## src/design/signed_int_to_decimal_ascii_macros.svh

```systemverilog
// Assertion helpers for the RTL that checks itself.
`ifndef SIGNED_INT_TO_DECIMAL_ASCII_MACROS_SVH
`define SIGNED_INT_TO_DECIMAL_ASCII_MACROS_SVH

// same-cycle implication, held off during reset
`define SITDA_ASSERT_NOW(lbl, clk, rst_n, ante, cons) \
    lbl: assert property (@(posedge clk) disable iff (!rst_n) (ante) |-> (cons)) \
        else $error("sitda: same-cycle check failed");

// next-cycle implication, held off during reset
`define SITDA_ASSERT_NEXT(lbl, clk, rst_n, ante, cons) \
    lbl: assert property (@(posedge clk) disable iff (!rst_n) (ante) |=> (cons)) \
        else $error("sitda: next-cycle check failed");

`endif

```

## src/design/sitda_pkg.sv

```systemverilog
`timescale 1ns / 1ps
`default_nettype none

package sitda_pkg;

    localparam logic [7:0] ASCII_ZERO  = 8'h30;
    localparam logic [7:0] ASCII_NINE  = 8'h39;
    localparam logic [7:0] ASCII_MINUS = 8'h2D;

    // sequencer states, one-hot
    typedef enum logic [4:0] {
        S_IDLE = 5'b00001,
        S_CONV = 5'b00010,
        S_SKIP = 5'b00100,
        S_SIGN = 5'b01000,
        S_EMIT = 5'b10000
    } t_state;

    // commands to the BCD register
    typedef struct packed {
        logic clear;  // zero all digits
        logic step;   // one shift-add-3 step, new bit in at the bottom
        logic shift;  // drop the top digit, zero in at the bottom
    } t_bcd_cmd;

endpackage

`default_nettype wire

```

## src/design/sitda_dabble.sv

```systemverilog
`timescale 1ns / 1ps
`default_nettype none

// One double-dabble step: add 3 to every digit of 5 or more, then shift the
// whole BCD word left by one with the new binary bit entering at the bottom.
module sitda_dabble #(
    parameter int NDIG = 10
) (
    input  wire logic [NDIG*4-1:0] i_bcd,
    input  wire logic              i_bit,
    output logic      [NDIG*4-1:0] o_bcd
);

    logic [NDIG*4-1:0] adj;

    always_comb begin
        for (int i = 0; i < NDIG; i++) begin
            if (i_bcd[i*4 +: 4] >= 4'd5) begin
                adj[i*4 +: 4] = i_bcd[i*4 +: 4] + 4'd3;
            end else begin
                adj[i*4 +: 4] = i_bcd[i*4 +: 4];
            end
        end
    end

    assign o_bcd = {adj[NDIG*4-2:0], i_bit};

endmodule

`default_nettype wire

```

## src/design/sitda_bcd_reg.sv

```systemverilog
`timescale 1ns / 1ps
`default_nettype none

// BCD accumulator: built up one binary bit per step, then read out from the
// top digit down, one digit per shift.
module sitda_bcd_reg #(
    parameter int NDIG = 10
) (
    input  wire logic               i_clk,
    input  wire sitda_pkg::t_bcd_cmd i_cmd,
    input  wire logic               i_bit,
    output logic      [3:0]         o_top_digit
);

    logic [NDIG*4-1:0] r_bcd;
    logic [NDIG*4-1:0] n_bcd;
    logic [NDIG*4-1:0] step_bcd;

    sitda_dabble #(
        .NDIG (NDIG)
    ) u_dabble (
        .i_bcd (r_bcd),
        .i_bit (i_bit),
        .o_bcd (step_bcd)
    );

    always_comb begin
        n_bcd = r_bcd;
        if (i_cmd.clear) begin
            n_bcd = '0;
        end else if (i_cmd.step) begin
            n_bcd = step_bcd;
        end else if (i_cmd.shift) begin
            n_bcd = {r_bcd[NDIG*4-5:0], 4'b0000};
        end
    end

    always_ff @(posedge i_clk) begin
        r_bcd <= n_bcd;
    end

    assign o_top_digit = r_bcd[NDIG*4-1 -: 4];

endmodule

`default_nettype wire

```

## src/design/signed_int_to_decimal_ascii.sv

```systemverilog
// Signed integer to decimal ASCII. One DATA_WIDTH-bit two's complement value
// per input beat; out come its characters, most significant first: '-' for a
// negative value, then the digits with no leading zeros ('0' alone for zero),
// the final character flagged with o_last. The most negative value converts
// exactly. One value at a time: o_ready is high only while idle. A value is
// accepted, converted by one double-dabble step per magnitude bit through a
// shared shift-add-3 unit, stripped of leading zeros, then sent out at one
// character per cycle while the sink is ready; the output stalls while the
// sink holds i_ready low. The BCD register holds NDIG digits, where NDIG =
// floor(DATA_WIDTH*log10(2)) + 1 (10 at 32 bits).
`timescale 1ns / 1ps
`default_nettype none

`include "signed_int_to_decimal_ascii_macros.svh"

module signed_int_to_decimal_ascii #(
    parameter int DATA_WIDTH = 32
) (
    input  wire logic                         i_clk,
    input  wire logic                         i_rst_n,
    input  wire logic                         i_valid,
    output logic                              o_ready,
    input  wire logic signed [DATA_WIDTH-1:0] i_value,
    output logic                              o_valid,
    input  wire logic                         i_ready,
    output logic             [7:0]            o_ascii_char,
    output logic                              o_last
);

    localparam int NDIG   = ((DATA_WIDTH * 1233) >> 12) + 1;
    localparam int CNT_W  = $clog2(DATA_WIDTH + 1);
    localparam int LEFT_W = $clog2(NDIG + 1);

    sitda_pkg::t_state   r_state, n_state;
    logic                r_neg, n_neg;
    logic [DATA_WIDTH-1:0] r_mag, n_mag;
    logic [CNT_W-1:0]    r_cnt, n_cnt;
    logic [LEFT_W-1:0]   r_left, n_left;

    sitda_pkg::t_bcd_cmd bcd_cmd;
    logic [3:0]          top_digit;

    logic                in_conv;
    logic                in_skip;
    logic                in_emit;
    logic                digit_ok;

    sitda_bcd_reg #(
        .NDIG (NDIG)
    ) u_bcd (
        .i_clk       (i_clk),
        .i_cmd       (bcd_cmd),
        .i_bit       (r_mag[DATA_WIDTH-1]),
        .o_top_digit (top_digit)
    );

    always_comb begin
        n_state = r_state;
        n_neg   = r_neg;
        n_mag   = r_mag;
        n_cnt   = r_cnt;
        n_left  = r_left;
        bcd_cmd = '0;
        case (r_state)
            sitda_pkg::S_IDLE: begin
                if (i_valid) begin
                    n_neg = i_value[DATA_WIDTH-1];
                    if (i_value[DATA_WIDTH-1]) begin
                        n_mag = ~$unsigned(i_value) + DATA_WIDTH'(1);
                    end else begin
                        n_mag = $unsigned(i_value);
                    end
                    n_cnt         = CNT_W'(DATA_WIDTH);
                    bcd_cmd.clear = 1'b1;
                    n_state       = sitda_pkg::S_CONV;
                end
            end
            sitda_pkg::S_CONV: begin
                bcd_cmd.step = 1'b1;
                n_mag        = {r_mag[DATA_WIDTH-2:0], 1'b0};
                n_cnt        = r_cnt - CNT_W'(1);
                if (r_cnt == CNT_W'(1)) begin
                    n_left  = LEFT_W'(NDIG);
                    n_state = sitda_pkg::S_SKIP;
                end
            end
            sitda_pkg::S_SKIP: begin
                // strip leading zeros, always keeping the last digit
                if (top_digit == 4'd0 && r_left != LEFT_W'(1)) begin
                    bcd_cmd.shift = 1'b1;
                    n_left        = r_left - LEFT_W'(1);
                end else if (r_neg) begin
                    n_state = sitda_pkg::S_SIGN;
                end else begin
                    n_state = sitda_pkg::S_EMIT;
                end
            end
            sitda_pkg::S_SIGN: begin
                if (i_ready) begin
                    n_state = sitda_pkg::S_EMIT;
                end
            end
            sitda_pkg::S_EMIT: begin
                if (i_ready) begin
                    if (r_left == LEFT_W'(1)) begin
                        n_state = sitda_pkg::S_IDLE;
                    end else begin
                        bcd_cmd.shift = 1'b1;
                        n_left        = r_left - LEFT_W'(1);
                    end
                end
            end
            default: begin
                n_state = sitda_pkg::S_IDLE;
            end
        endcase
    end

    always_ff @(posedge i_clk) begin
        if (!i_rst_n) begin
            r_state <= sitda_pkg::S_IDLE;
        end else begin
            r_state <= n_state;
        end
        r_neg  <= n_neg;
        r_mag  <= n_mag;
        r_cnt  <= n_cnt;
        r_left <= n_left;
    end

    assign in_conv  = (r_state == sitda_pkg::S_CONV);
    assign in_skip  = (r_state == sitda_pkg::S_SKIP);
    assign in_emit  = (r_state == sitda_pkg::S_EMIT);
    assign digit_ok = (o_ascii_char >= sitda_pkg::ASCII_ZERO)
                   && (o_ascii_char <= sitda_pkg::ASCII_NINE);

    assign o_ready = (r_state == sitda_pkg::S_IDLE);
    assign o_valid = (r_state == sitda_pkg::S_SIGN) || in_emit;
    assign o_ascii_char = (r_state == sitda_pkg::S_SIGN) ? sitda_pkg::ASCII_MINUS
                        : sitda_pkg::ASCII_ZERO + {4'b0000, top_digit};
    assign o_last = in_emit && (r_left == LEFT_W'(1));

    `SITDA_ASSERT_NOW(a_busy_not_ready, i_clk, i_rst_n, o_valid, !o_ready)
    `SITDA_ASSERT_NOW(a_digit_range, i_clk, i_rst_n, in_emit, digit_ok)
    `SITDA_ASSERT_NEXT(a_last_to_idle, i_clk, i_rst_n, o_valid && i_ready && o_last, o_ready)
    `SITDA_ASSERT_NOW(a_conv_count, i_clk, i_rst_n, in_conv, r_cnt != CNT_W'(0))
    `SITDA_ASSERT_NOW(a_left_nonzero, i_clk, i_rst_n, o_valid || in_skip, r_left != LEFT_W'(0))

endmodule

`default_nettype wire

```

## config.mk

```make
export PLATFORM = sky130hd
export DESIGN_NAME = signed_int_to_decimal_ascii
export DESIGN_NICKNAME = d
export VERILOG_FILES = /design/src/design/sitda_pkg.sv /design/src/design/sitda_dabble.sv /design/src/design/sitda_bcd_reg.sv /design/src/design/signed_int_to_decimal_ascii.sv
export VERILOG_INCLUDE_DIRS = /design/src /design/src/design
export SDC_FILE = /design/constraint.sdc
export NUM_CORES = 1
export LEC_CHECK = 0
export BUFFER_PORTS_ARGS = -buffer_cell sky130_fd_sc_hd__buf_2
export CORE_ASPECT_RATIO = 1.25
export CORE_MARGIN = 1.5
export CORE_UTILIZATION = 50
export DETAILED_ROUTE_END_ITERATION = 16
export GPL_TIMING_DRIVEN = 0
export PLACE_DENSITY = 0.82
export SLEW_MARGIN = 10
export SYNTH_ARGS = -nofsm -noshare
export SYNTH_HDL_FRONTEND = slang
export SYNTH_HIERARCHICAL = 1
export SYNTH_SLANG_ARGS = --single-unit
```

## constraint.sdc

```tcl
create_clock -name i_clk -period 2.4 [get_ports i_clk]
set_clock_uncertainty 0.05 [all_clocks]
set_input_delay 0.72 -clock i_clk [delete_from_list [all_inputs] [get_ports i_clk]]
set_output_delay 0.72 -clock i_clk [all_outputs]
set_load 0.05 [all_outputs]
```

=== Yosys cells after proc, flatten, opt, wreduce, memory -nomap -nowiden ===
Cells that the tools add are included.

* Logic and storage cells: 96
* Input port bits: 36
* Output and inout bits: 11
* Bits in registers: 88

* Magnitude comparators: 10
* Multiplexer cells: 38
* Bitwise logic cells: 1
* Reductions and logical operators: 11
* Eq/ne operators: 16
* Add/sub/neg operators: 14

{| class="wikitable"
|+ Operator list
! cell !! count
|-
| 40-bit 2-to-1 mux || 2
|-
| 32-bit 2-to-1 mux || 2
|-
| 32-bit one-hot mux with 2 select lines || 1
|-
| 4-bit 2-to-1 mux || 13
|-
| 4-bit by 3-bit >= comparator with 1-bit output (second input constant) || 10
|-
| 4-bit by 2-bit adder with 4-bit output (second input constant) || 9
|-
| 5-bit 2-to-1 mux || 7
|-
| 32-bit by 1-bit adder with 32-bit output (second input constant) || 1
|-
| 32-bit NOT || 1
|-
| 5-bit one-hot mux with 5 select lines || 1
|-
| 4-bit one-hot mux with 3 select lines || 1
|-
| 6-bit one-hot mux with 2 select lines || 1
|-
| 2-bit inequality test (second input constant) || 5
|-
| 6-bit by 4-bit adder with 7-bit output (first input constant) || 1
|-
| 7-bit 2-to-1 mux || 1
|-
| 6-bit by 1-bit == test with 1-bit output (second input constant) || 1
|-
| 1-bit 2-to-1 mux || 6
|-
| 6-bit 2-to-1 mux || 1
|-
| 2-bit by 1-bit inequality test with 1-bit output (second input constant) || 3
|-
| 6-bit AND reduction || 1
|-
| 6-bit by 1-bit subtractor with 6-bit output (second input constant) || 1
|-
| 5-bit by 1-bit == test with 1-bit output (second input constant) || 1
|-
| 5-bit by 2-bit == test with 1-bit output (second input constant) || 1
|-
| 5-bit by 3-bit == test with 1-bit output (second input constant) || 1
|-
| 15 further kinds || 18
|}

=== Depth between registers and ports, before layout ===
Gate-level depths: netlist of run 1.

* Depth in word-level cells: 6
* Mapped depth: 10
* Gate-level depth less buffers: 7

=== Hierarchy ===
Netlist of run 1, hierarchy kept.

{| class="wikitable"
|+ Modules (own cells, without submodules)
! module !! instances !! seq. area each (µm²) !! cells each !! area each (µm²)
|-
| signed_int_to_decimal_ascii || 1 || 1391.3 || 315 || 3059.2
|-
| sitda_bcd_reg || 1 || 800.8 || 182 || 1863.0
|-
| sitda_dabble || 1 || 0.0 || 157 || 1001.0
|}

=== Worst setup path after synthesis of run 1 ===
Ideal clock, no wire load.

* Path kind: register to register
* From: register r_state[3]
* To: register r_cnt[0], enable pin
* Path buffers: 1
* Setup time: 0.396 ns
* Required time: 1.954 ns
* Data arrival time: 2.275 ns
* Cell stages (with the launch flop): 6
* Clock period less this slack: 2.721 ns
* Setup slack: -0.321 ns
* Cells stage by stage: dfxtp_1 > clkbuf_1 > nor3_1 > and3b_1 > nand2_1 > nand2_1

* Longest elaborated chain between the ends: 3
* Elaborated cells between the ends (all ways): 5
* Classes of those cells: eq/ne (3); reduce/logical (2)

{| class="wikitable"
|+ Ends and longest elaborated chain
! element !! line !! text
|-
| start: declaration || signed_int_to_decimal_ascii.sv:34 || <nowiki>sitda_pkg::t_state r_state, n_state;</nowiki>
|-
| start signal: assignment || signed_int_to_decimal_ascii.sv:121 || <nowiki>r_state <= sitda_pkg::S_IDLE;</nowiki>
|-
| start signal: assignment || signed_int_to_decimal_ascii.sv:123 || <nowiki>r_state <= n_state;</nowiki>
|-
| 5-bit by 1-bit == test with 1-bit output (*) || - ||
|-
| named net o_ready || signed_int_to_decimal_ascii.sv:22 || <nowiki>output logic o_ready,</nowiki>
|-
| 2-bit inequality test (no line) / 2-bit nonzero test (equally long branches) || - ||
|-
| 2-bit AND reduction (no line) (*) || - ||
|-
| end signal: assignment || signed_int_to_decimal_ascii.sv:127 || <nowiki>r_cnt <= n_cnt;</nowiki>
|-
| end: declaration || signed_int_to_decimal_ascii.sv:37 || <nowiki>logic [CNT_W-1:0] r_cnt, n_cnt;</nowiki>
|}

Mark *: on every way through the listed nets, which the timed path passes. The rest lies on a longest branch.
A chain may end at the register's enable or synchronous reset.

=== Worst setup path after layout of run 1 ===
* From: input port i_value[0]
* To: register r_mag[24], data pin

* Longest elaborated chain between the ends: 5

{| class="wikitable"
|+ Ends and longest elaborated chain
! element !! line !! text
|-
| start: declaration || signed_int_to_decimal_ascii.sv:23 || <nowiki>input wire logic signed [DATA_WIDTH-1:0] i_value,</nowiki>
|-
| 32-bit NOT || signed_int_to_decimal_ascii.sv:69 || <nowiki>n_mag = ~$unsigned(i_value) + DATA_WIDTH'(1);</nowiki>
|-
| 32-bit by 1-bit adder with 32-bit output || signed_int_to_decimal_ascii.sv:69 ||
|-
| 32-bit 2-to-1 mux || signed_int_to_decimal_ascii.sv:68 || <nowiki>if (i_value[DATA_WIDTH-1]) begin</nowiki>
|-
| 32-bit 2-to-1 mux || signed_int_to_decimal_ascii.sv:66 || <nowiki>if (i_valid) begin</nowiki>
|-
| 32-bit one-hot mux with 2 select lines || signed_int_to_decimal_ascii.sv:64 || <nowiki>case (r_state)</nowiki>
|-
| named net n_mag[24] || signed_int_to_decimal_ascii.sv:36 || <nowiki>logic [DATA_WIDTH-1:0] r_mag, n_mag;</nowiki>
|-
| end signal: assignment || signed_int_to_decimal_ascii.sv:126 || <nowiki>r_mag <= n_mag;</nowiki>
|-
| end: declaration || signed_int_to_decimal_ascii.sv:36 ||
|}

The timed path passes the listed nets, and every way through them passes these cells. The select of a mux whose other input is x is not followed.

==> results_dict.tcl, run 1 <==
set metrics [dict create \
    slew_headroom 0.606 \
    grt_pass1_wl_um 21200 \
    critPathRequiredTime_ps 2430 \
    gp_congestion 0.896 \
    h-tree-depth 3 \
    ys_ff_latch 88 \
    place_inst 836 \
    drcViolationCount 0 \
    area_growth_pct 13.4 \
    path_cells "buf_2 > inv_1 > ha_1 > nor3b_2 > nand4_2 > o41ai_2 > xor2_1 > o21ai_1" \
    avgSynthCellArea_um2 9.06 \
    setup_slack_ps 26.6 \
    fin_crit_sh 0.989 \
    final_layout_size_suffix_gt1_frac 0.172 \
    crit_type "in -> reg" \
    hpwl_um 9140 \
    cts_buffer_depth 2 \
    grt_max_degree 39 \
    numClockSinks 88 \
    ys_warn_count 6 \
    grt_pass1_vias 4786 \
    seq_area_frac_synth 0.370 \
    synth_top_area_cell "edfxtp_1" \
    antenna_found_initial 0 \
    firstDrtPassIters 5 \
    power.density_nw_per_um2 691 \
    worst_pin_slew_ps 591 \
    ios 47 \
    synthArstFlopShare 0 \
    cts_made_buffers 9 \
    hold_class "reg -> reg" \
    die_w_um 100 \
    io_buffers 43 \
    clk_latency_ps 340 \
    drt_wl_total_um 12300 \
    placed_cell_area_um2 6320 \
    critPathCaptureType "register" \
    hold_depth 2 \
    die_h_um 125 \
    fin_hold_ws_ps 479 \
    ys_top_cells_by_area "edfxtp_1, dfxtp_1, mux2i_1" \
    maxCapViolCount 0 \
    pre_cts_ws_ps -459 \
    die_area_um2 12500 \
    fin_tns_setup_ps 0 \
    irDropWorstVdd_v 0.000411 \
    setup_viol 0 \
    path_clk_slew_ps 60 \
    vias 4808 \
    fin_crit_ps 2370 \
    drt-wirelength-per-cell_um 14.5 \
    fp.coreArea_um2 11600 \
    post-route-util 0.581 \
    synth_enable_flop_cells 43 \
    layout.nets 770 \
    crit_cells 8 \
    cts_root_buf "clkbuf_16" \
    rsz0062_at_grt "true" \
    outcome "finished clean" \
    power_leakage_nw 2.55 \
    rr_worst_depth 9 \
    cp_num_buf_inv 2 \
    start_util 0.512 \
    synthFlopType "dfxtp_1" \
    instances_no_fill 852 \
    hold_viol_final 0 \
    crit_path_start_kind "input port" \
    netlist_instances 654 \
    clock.fmax_mhz 421 \
    rows 44 \
    n_antenna_cell 0 \
    grt.overflow.total 0 \
    slew_violations 0 \
    total_power_mw 4.65 \
    fin_area_um2 6720 \
    ant_nets 0 \
    ys_types 49 \
    netlist_area_um2 5920 \
    critical_path_arrival_ps 2400 \
    cpPeakStageDelay_ps 440 \
    grtUsageTotal 0.206 \
    routed_via_density 5.64 \
    cp_max_fo 5 \
    cts_tree "built" \
    cp_slowest_cell "o41ai_2" \
    synth_top_area_share 0.218 \
    cp_top_family "compound AO/OA/AOI/OAI gates" \
    initialDrtViolationCount 198 \
]
==> cells in the final DEF, fill, tap and decap left out, types with 3 or more instances in the layout <==
cell / synthesis / final
o41ai_1: 3 / 3
nand2b_1: 23 / 23
o41ai_2: 4 / 4
nor2_1: 37 / 36
edfxtp_1: 43 / 43
ha_1: 25 / 24
clkbuf_1: 18 / 11
dfxtp_1: 45 / 45
conb_1: 2 / 3
nor4_1: 4 / 3
inv_1: 29 / 28
a21oi_2: 10 / 11
mux2i_1: 51 / 51
clkbuf_2: 1 / 8
xnor2_1: 19 / 19
buf_2: 5 / 43
a211oi_1: 36 / 36
or3b_1: 4 / 4
nor3_1: 6 / 4
buf_4: 8 / 13
nor2b_1: 39 / 38
clkbuf_16: 0 / 9
xor2_1: 29 / 29
nand2_1: 88 / 86
o31ai_1: 12 / 12
buf_6: 5 / 6
nor3_2: 3 / 4
and2_1: 3 / 3
nand3_1: 7 / 6
a21oi_1: 16 / 15
o21ai_1: 11 / 11
o21ai_0: 39 / 39
==> area by class of cell <==
cell class / count / area [µm²]
clock inverter: 4 / 53.8
clock buffer: 12 / 246
timing repair buffer: 46 / 249
multi-input combinational: 498 / 3470
buffer: 36 / 220
tap: 138 / 173
inverter: 30 / 113
sequential: 88 / 2190
fill: 976 / 4840
==> cells by family (layout without fill, tap and decap cells) <==
group           after synthesis  count (layout)  share of synthesized area
simple gates                235             235                      0.207
compound gates              136             136                      0.155
flops                        88              88                      0.370
buf+inv                      69             128                     0.0564
mux                          51              51                     0.0862
xor+xnor                     48              48                     0.0710
fa+ha+maj                    25              25                     0.0528
other cells                   2               3                    0.00127
==> power by group <==
part	total [mW]	leakage (nW)	switching (mW)	internal, mW
logic	1.20	1.63	0.695	0.504
registers	2.01	0.768	0.198	1.82
clock network	1.43	0.148	0.590	0.843
==> path summary, 6_finish.rpt <==
path                                  from              end  slack [ps]
worst max-delay path            i_value[0]        r_mag[24]          30
worst min register to register   r_mag[29]        r_mag[30]         480
worst max register to register  r_state[4]  u_bcd/r_bcd[21]         240
worst min-delay path             r_mag[29]        r_mag[30]         480
==> synth_stat cells, types with 6 or more instances <==
master     n
edfxtp_1  43
nor2_1    37
o31ai_1   12
mux2i_1   51
inv_1     29
o21ai_0   39
nand2_1   88
nor3_1     6
a211oi_1  36
clkbuf_1  18
o21ai_1   11
nor2b_1   39
a21oi_2   10
xnor2_1   19
dfxtp_1   45
a21oi_1   16
buf_4      8
xor2_1    29
nand2b_1  23
nand3_1    7
ha_1      25
==> flip-flops by register name, summed over array words and instances, names as in the netlist <==
register / count
u_bcd/r_bcd: 40
r_mag: 32
r_cnt: 6
r_state: 5
r_left: 4
r_neg: 1
==> tightest hold or removal path, stage by stage (launching register included) <==
cell	delay (ps)
edfxtp_1	320
nand2_1	40
o21ai_1	60
==> routing by layer <==
layer	track usage	share of wire	vias to the layer above
met1	0.237	0.43	2298
li1	-	-	2397
met4	0.0787	0.019	0
met2	0.375	0.53	94
met3	0.0337	0.027	19
met5	0	0	-
==> what timing repair did <==
| action | CTS | global route |
|---|---|---|
| hold buffers | 0 | 0 |
| cloned | 0 | 0 |
| buffers inserted | 3 | 0 |
| hold endpoints to repair | 0 | 0 |
| resized for setup | 19 | 9 |
| pin swaps | 1 | 0 |
| setup endpoints to repair | 83 | 28 |
No activity file was read; power rests on OpenSTA's default activity.
==> inputs of run 2 (changes only) <==
- PLACE_DENSITY: 0.82 -> 0.79
- clock period: 2.4 -> 2.75 ns (I/O delays scaled with it)
==> run 2 against run 1 <==
- via count fell by 1.2%
- combinational power shrank 14%
- utilization decreased by 0.50 points
- largest power group unchanged
==> results_dict.tcl, run 2 (synthesized netlist as in run 1, its figures left out) <==
set metrics [dict create \
    outcome "finished clean" \
    swShare 0.309 \
    grt_pass1_wl_um 21600 \
    cp_max_fo 3 \
    vias 4751 \
    power_leakage_nw 2.54 \
    maxCapViolCount 0 \
    path_clk_slew_ps 60 \
    top_register "u_bcd/r_bcd" \
    rr_worst_depth 5 \
    final_layout_size_suffix_gt1_frac 0.154 \
    p_clk_frac 0.317 \
    instances_no_fill 851 \
    pwr-share-comb 0.252 \
    power.density_nw_per_um2 615 \
    fin_area_um2 6660 \
    drcViolationCount 0 \
    clk_latency_ps 340 \
    rows 44 \
    n_antenna_cell 0 \
    firstDrtPassIters 4 \
    worst_pin_slew_ps 859 \
    cts_hold_buf 0 \
    post-route-util 0.576 \
    cts_buffer_depth 2 \
    fin_hold_ws_ps 479 \
    hold_class "reg -> reg" \
    grt.overflow.total 0 \
    numClockSinks 88 \
    clock.fmax_mhz 373 \
    fp.coreArea_um2 11600 \
    cts_root_buf "clkbuf_16" \
    largest_register_ffs 40 \
    area_growth_pct 12.5 \
    ant_nets 0 \
    critical_path_arrival_ps 1810 \
    reg2reg_slack_ps 290 \
    die_h_um 125 \
    crit_type "reg -> out" \
    io_buffers 43 \
    setup_slack_ps 69.0 \
    cts_made_buffers 9 \
    grt_pass1_vias 4883 \
    slew_headroom 0.425 \
    total_power_mw 4.09 \
    place_inst 836 \
    initialDrtViolationCount 131 \
    hpwl_um 9300 \
    hold_depth 2 \
    critPathCaptureType "output port" \
    fillers 1038 \
    drt-wirelength-per-cell_um 14.7 \
    die_area_um2 12500 \
    placed_cell_area_um2 6320 \
    slew_violations 0 \
    ios 47 \
    fin_tns_setup_ps 0 \
    antenna_found_initial 0 \
    p_sw_mw 1.26 \
    irDropWorstVdd_v 0.000337 \
    routed_via_density 5.58 \
    drt_wl_total_um 12600 \
    post_cts_buffers 0 \
    grtUsageTotal 0.210 \
    die_w_um 100 \
    pwr-share-seq 0.431 \
    critPathRequiredTime_ps 1880 \
    grt_max_degree 39 \
    setup_viol 0 \
    hold_viol_final 0 \
    fin_crit_sh 0.975 \
    layout.nets 769 \
    cts_tree "built" \
    rsz0062_at_grt "false" \
    layout_common_cells "nand2_1, mux2i_1, buf_2" \
    fin_crit_ps 2680 \
    h-tree-depth 3 \
    start_util 0.512 \
    gp_congestion 0.866 \
    reg.largest.list "u_bcd/r_bcd: 40 flops, r_mag: 32 flops, r_cnt: 6 flops" \
    crit_path_start_kind "register" \
    pre_cts_ws_ps -116 \
    internal_power_mw 2.83 \
    final_common_cell "nand2_1" \
]
==> run 2: changes by cell type in the layout (fill, tap and decap cells not counted), sizes merged <==
cell    previous run  this run
buf               64        62
clkbuf            30        33
inv               32        30
==> run 2: worst paths after layout <==
check	start	to
worst max register to register	r_state[3]	r_mag[14]
worst max-delay path	r_left[1]	o_last
worst min-delay path	r_mag[28]	r_mag[29]
worst min register to register	r_mag[28]	r_mag[29]
==> run 2: power by group through the flow <==
stage	registers (mW)	logic, mW	clock network [mW]
after floorplan	1.73	0.804	0
after global placement	1.78	0.964	0
after detailed placement	1.79	1.02	0
after CTS	1.76	1.03	1.31
after global routing	1.79	1.15	1.37
final	1.76	1.03	1.30
==> run 2: layer usage <==
| metal | wire, µm | share of wire | global-route usage |
|---|---|---|---|
| met5 | 0 | 0 | 0 |
| met4 | 190 | 0.015 | 0.0779 |
| met3 | 324 | 0.026 | 0.0348 |
| met2 | 6630 | 0.53 | 0.389 |
| met1 | 5410 | 0.43 | 0.236 |
==> run 2: worst max-delay path, cell delays in order (launching register included) <==
cell and delay (ps):
edfxtp_1 400, inv_1 100, ha_1 160, or3b_2 500, nor2_2 150, buf_6 170
==> run 2: timing repair <==
item	4_1_cts	5_1_grt
setup endpoints to repair	3	41
endpoints found under the hold margin	0	0
resized for setup	2	12
==> run 2: cell type report <==
cell class / instances / area, µm² / area share
repair buffers: 43 / 221 / 0.0332
multi-input cells: 498 / 3420 / 0.513
flip-flops and latches: 88 / 2190 / 0.329
inverters: 30 / 113 / 0.0169
plain buffers: 38 / 221 / 0.0332
clock inverters: 2 / 35.0 / 0.00526
well taps: 138 / 173 / 0.0259
clock buffers: 14 / 287 / 0.0430
